[src/design/lsrt_pkg.sv]
// Package for the LFU slot replacement table: sizes, result codes and the
// command and status structs between controller and datapath. No dependencies.
package lsrt_pkg;

  localparam int NUM_KEYS     = 128;
  localparam int MAX_FRAMES   = 16;
  localparam int COUNT_WIDTH  = 16;
  localparam int STAMP_WIDTH  = 32;
  localparam int ID_WIDTH     = 8;
  localparam int CFG_WIDTH    = 5;
  localparam int KIND_WIDTH   = 2;
  localparam int FRAME_RESET  = 16;
  localparam int IDX_WIDTH    = $clog2(NUM_KEYS);
  localparam int OCC_WIDTH    = $clog2(MAX_FRAMES + 1);
  localparam int ENTRY_WIDTH  = COUNT_WIDTH + STAMP_WIDTH;

  localparam logic REQ_VOTE = 1'b0;
  localparam logic REQ_LIST = 1'b1;

  typedef enum logic [KIND_WIDTH-1:0] {
    KIND_VOTE   = 2'd0,
    KIND_LISTED = 2'd1,
    KIND_EMPTY  = 2'd2
  } result_kind_e;

  typedef struct packed {
    logic accept;
    logic rd_cand;
    logic hit_write;
    logic insert;
    logic evict;
    logic occ_inc;
    logic scan_start;
    logic scan_step;
    logic list_step;
    logic list_finish;
    logic emit_vote;
    logic res_hit;
    logic res_ev;
  } lsrt_cmd_t;

  typedef struct packed {
    logic is_list;
    logic cand_valid;
    logic cand_resident;
    logic full;
    logic scan_done;
    logic best_found;
    logic list_done;
  } lsrt_status_t;

endpackage

[src/design/lsrt_ctrl.sv]
// Controller of the LFU slot replacement table: sequences votes, eviction
// scans and listings. Depends on lsrt_pkg.
module lsrt_ctrl (
  input  logic                  clk_i,
  input  logic                  rst_ni,
  input  logic                  start,
  output logic                  busy,
  input  lsrt_pkg::lsrt_status_t status_i,
  output lsrt_pkg::lsrt_cmd_t    cmd_o
);

  typedef enum logic [2:0] {
    ST_IDLE,
    ST_DECODE,
    ST_HIT_WAIT,
    ST_EVICT,
    ST_LIST
  } state_e;

  state_e state_q, state_d;
  logic   busy_q,  busy_d;

  always_comb begin
    cmd_o   = '0;
    state_d = state_q;
    case (state_q)
      ST_IDLE: begin
        if (start) begin
          cmd_o.accept = 1'b1;
          state_d      = ST_DECODE;
        end
      end
      ST_DECODE: begin
        if (status_i.is_list) begin
          cmd_o.scan_start = 1'b1;
          state_d          = ST_LIST;
        end else if (!status_i.cand_valid) begin
          cmd_o.emit_vote = 1'b1;
          state_d         = ST_IDLE;
        end else if (status_i.cand_resident) begin
          cmd_o.rd_cand = 1'b1;
          state_d       = ST_HIT_WAIT;
        end else if (!status_i.full) begin
          cmd_o.insert    = 1'b1;
          cmd_o.occ_inc   = 1'b1;
          cmd_o.emit_vote = 1'b1;
          state_d         = ST_IDLE;
        end else begin
          cmd_o.scan_start = 1'b1;
          state_d          = ST_EVICT;
        end
      end
      ST_HIT_WAIT: begin
        cmd_o.hit_write = 1'b1;
        cmd_o.emit_vote = 1'b1;
        cmd_o.res_hit   = 1'b1;
        state_d         = ST_IDLE;
      end
      ST_EVICT: begin
        if (status_i.scan_done) begin
          cmd_o.insert    = 1'b1;
          cmd_o.evict     = status_i.best_found;
          cmd_o.occ_inc   = !status_i.best_found;
          cmd_o.emit_vote = 1'b1;
          cmd_o.res_ev    = status_i.best_found;
          state_d         = ST_IDLE;
        end else begin
          cmd_o.scan_step = 1'b1;
        end
      end
      ST_LIST: begin
        if (status_i.list_done) begin
          cmd_o.list_finish = 1'b1;
          state_d           = ST_IDLE;
        end else begin
          cmd_o.list_step = 1'b1;
        end
      end
      default: begin
        state_d = ST_IDLE;
      end
    endcase
    busy_d = (state_d != ST_IDLE);
  end

  always_ff @(posedge clk_i or negedge rst_ni) begin
    if (!rst_ni) begin
      state_q <= ST_IDLE;
      busy_q  <= 1'b0;
    end else begin
      state_q <= state_d;
      busy_q  <= busy_d;
    end
  end

  assign busy = busy_q;

  a_accept_busy: assert property (@(posedge clk_i) disable iff (!rst_ni)
    (start && !busy) |=> busy)
    else $error("busy not raised after an accepted transaction");

  a_idle_no_cmd: assert property (@(posedge clk_i) disable iff (!rst_ni)
    !busy |-> !(cmd_o.insert || cmd_o.hit_write || cmd_o.scan_step || cmd_o.list_step))
    else $error("datapath command issued while idle");

endmodule

[config.mk]
export PLATFORM = sky130hd
export DESIGN_NAME = lsrt_ctrl
export DESIGN_NICKNAME = d
export VERILOG_FILES = /design/src/design/lsrt_pkg.sv /design/src/design/lsrt_ctrl.sv
export SDC_FILE = /design/constraint.sdc
export NUM_CORES = 1
export LEC_CHECK = 0
export BUFFER_PORTS_ARGS = -buffer_cell sky130_fd_sc_hd__buf_2
export CAP_MARGIN = 10
export CORE_AREA = 2 2 39 41
export DETAILED_ROUTE_END_ITERATION = 16
export DIE_AREA = 0 0 41 43
export GPL_TIMING_DRIVEN = 0
export SYNTH_ARGS = -nofsm -noshare
export SYNTH_HDL_FRONTEND = slang
export SYNTH_SLANG_ARGS = --single-unit
[constraint.sdc]
create_clock -name clk_i -period 2.3 [get_ports clk_i]
set_input_delay 0.46 -clock clk_i [delete_from_list [all_inputs] [get_ports clk_i]]
set_output_delay 0.46 -clock clk_i [all_outputs]
set_load 0.01 [all_outputs]
==> summary.txt <==
Finish
  – Area Growth Syn to Fin: 46.15%
  – FF/Latch Area: 100.1 sq um
  – Final cell count without fillers: 84
  – Final #Nets: 80
  – Antenna diode count: 0
  – Share of cells above drive strength 1: 45.59%
  – Multi-input logic area: 192.7 sq um
  – Fill cells: 158

Detailed routing
  – Vias: 394
  – DRC: 0
  – First-pass DRT Iterations: 4
  – Via-to-Cell Ratio: 4.690
  – Post-DRT Antenna Nets: 0
  – Final WL: 857 um
  – Drt initial violations: 7
  – Drt wl/cell: 10.20 um

CTS
  – Clock latency on the worst-skew pair: 240 ps
  – Total CTS buffers: 3
  – CTS tree: yes
  – Hold-fix buffers, CTS: 0
  – CTS clk-pin slew, worst paths: 40 ps
  – Resized Gates After CTS: 0
  – Root Buffer: clkbuf_4
  – # Post-CTS Setup Buffers: 0
  – Clk sinks: 4
  – H-tree depth: 1
  – Clock buffer depth: 2

Placement
  – IO buf count: 23
  – Place WS: 331.4 ps
  – Detail Placement HPWL: 653.4 um
  – Gpl congestion: 0.7283
  – DP Cell Count: 81

Logic synthesis
  – Warnings from Yosys: 0
  – Post-Syn Area: 341.6 sq um
  – Count leader, synth: nor2_1
  – Ys flop type: dfrtp_1
  – Top cells by count, synth: nor2_1 (5), dfrtp_1 (4), o21ai_0 (4), inv_1 (3), nor3b_1 (3)
  – Top cells by area, synth: dfrtp_1 (29%), buf_6 (6.6%), nor3b_1 (6.6%), o21ai_0 (5.9%), nor2_1 (5.5%)
  – Area share of the largest cell type after synthesis: 29.30%
  – Post-synth top area cell: dfrtp_1
  – Cells after Synth: 42
  – Synth async-reset ratio: 100.0%
  – Syn Area/Cell: 8.133 sq um
  – Post-synth EDFFs: 0
  – Synthesized flop and latch total: 4
  – Register area share after synthesis: 29.30%
  – Synth cell types: 22
  – Synthesized net count: 52

Floorplan
  – Die height: 43 um
  – Initial core utilization: 24.68%
  – Die width: 41 um
  – # rows: 14
  – Die ar.: 0.001763 sq mm
  – Core ar.: 0.001384 sq mm
  – I/O pin count: 24

Timing
  – Rel. slew slack: 74.71%
  – Fin crit share: 88.54%
  – Post-layout min period: 2036 ps
  – Clk_skew: 5.854 ps
  – Slew Limit Fails: 0
  – Setup_tns: 0 ps
  – RSZ-0062 raised after global routing: false
  – Fin. Hold Viols: 0
  – Final setup vio count: 0
  – Worst Max-Slew Pin Slew: 378.5 ps
  – Final WS setup: 263.6 ps
  – Fmax: 491.1 MHz

Setup path
  – Critical path type: reg2out
  – Worst Setup Start Kind: flop
  – CP max FO: 8
  – Worst setup EP type: output port
  – Critical path arrival: 1580 ps
  – Req. time, crit path: 1840 ps

Global route
  – Initial antenna violation count: 0
  – Vias in the first global route: 346
  – Gr usage total: 11.77%
  – First-pass GRT wire length: 1373 um
  – Overflow after GRT: 0
  – Largest net degree at the start of global routing: 11

Power and ir drop
  – Clock network power share: 26.0%
  – Internal cell power: 0.0002159 W
  – Max rail drop VDD: 290.1 uV
  – Sw Share: 35.58%
  – Seq pwr share: 30.5%
  – Pwr Density: 671.4 mW/mm^2
  – Leak: 0.2688 nW
  – Switch Pwr: 0.0001192 W
  – Comb pwr share: 43.5%
  – Final Power: 0.0003352 W

Run
  – # Max-Cap Violations: 0

Worst hold path
  – Hold Path Class: in2async

Outcome
  – Run status: finished clean
metrics by stage:
stage                     hold WS (ps)  util, %  instance area (sq um)
after floorplan                  164.4        -                  341.6
after global placement           262.8    34.45                  476.7
after detailed placement         263.8    34.45                  476.7
after CTS                        9.341    36.08                  499.2
after global routing             11.12    36.08                  499.2
final                            14.48    36.08                  499.2
cells by family after synthesis:
kind of cell | Yosys count | share of synthesized area, %
and+or+nand+nor | 20 | 36.27
AOI/OAI and AO/OA | 11 | 20.15
buffers and inverters | 7 | 14.28
DFF | 4 | 29.31
cells in the final DEF (no fill, tap or decap), drive strengths merged, types with 2 or more instances in the layout:
master	n
o21ai	4
buf	27
nor2	5
nand3	2
nor4b	2
inv	3
dfrtp	4
clkbuf	3
a21oi	2
nand2	2
nor3b	3
power by group through the flow:
stage / clock network, W / logic [W] / registers (W)
final: 0.0000871 / 0.000146 / 0.000102
after global routing: 0.0000935 / 0.000163 / 0.000106
after CTS: 0.0000907 / 0.000146 / 0.000102
after detailed placement: 0 / 0.000145 / 0.000103
after global placement: 0 / 0.000144 / 0.000103
after floorplan: 0 / 0.0000912 / 0.000105
layout make-up:
cell class	instances	area share, %
multi-input combinational	31	38.60
tap	16	4.010
buffer	4	7.519
inverter	3	2.256
timing repair buffer	23	23.06
sequential	4	20.05
clock buffer	3	4.511
routing by layer:
metal  vias to the layer above  track usage (%)  wire length, um
li1                        204                -                -
met1                       167            13.92              384
met2                        21            16.25              372
met3                         2            3.665               79
met4                         0            10.00               21
met5                         -                0                0
final timing paths:
| kind | from | slack (ps) | to | cells after the start |
|---|---|---|---|---|
| setup / recovery | state_q[2]$_DFF_PN0_ | 260 | cmd_o[8] | 5 |
| hold / removal | rst_ni | 10 | state_q[1]$_DFF_PN0_ | 1 |
| setup reg to reg | state_q[2]$_DFF_PN0_ | 1000 | state_q[0]$_DFF_PN0_ | 3 |
| hold reg to reg | state_q[1]$_DFF_PN0_ | 660 | state_q[2]$_DFF_PN0_ | 2 |
| max in group asynchronous | rst_ni | 2170 | state_q[0]$_DFF_PN0_ | 1 |
| min in group clk_i | status_i[2] | 480 | state_q[1]$_DFF_PN0_ | 2 |
critical path, stage by stage, from the launching register on:
cell and delay, ps:
dfrtp_1 440, nor2b_1 350, nand3_1 180, nor2_1 140, buf_4 120, buf_2 110
registers in the layout (all words and copies together), names as in the netlist:
| signal | cells |
|---|---|
| busy | 1 |
| state_q | 3 |
(Power assumes the default switching activity.)
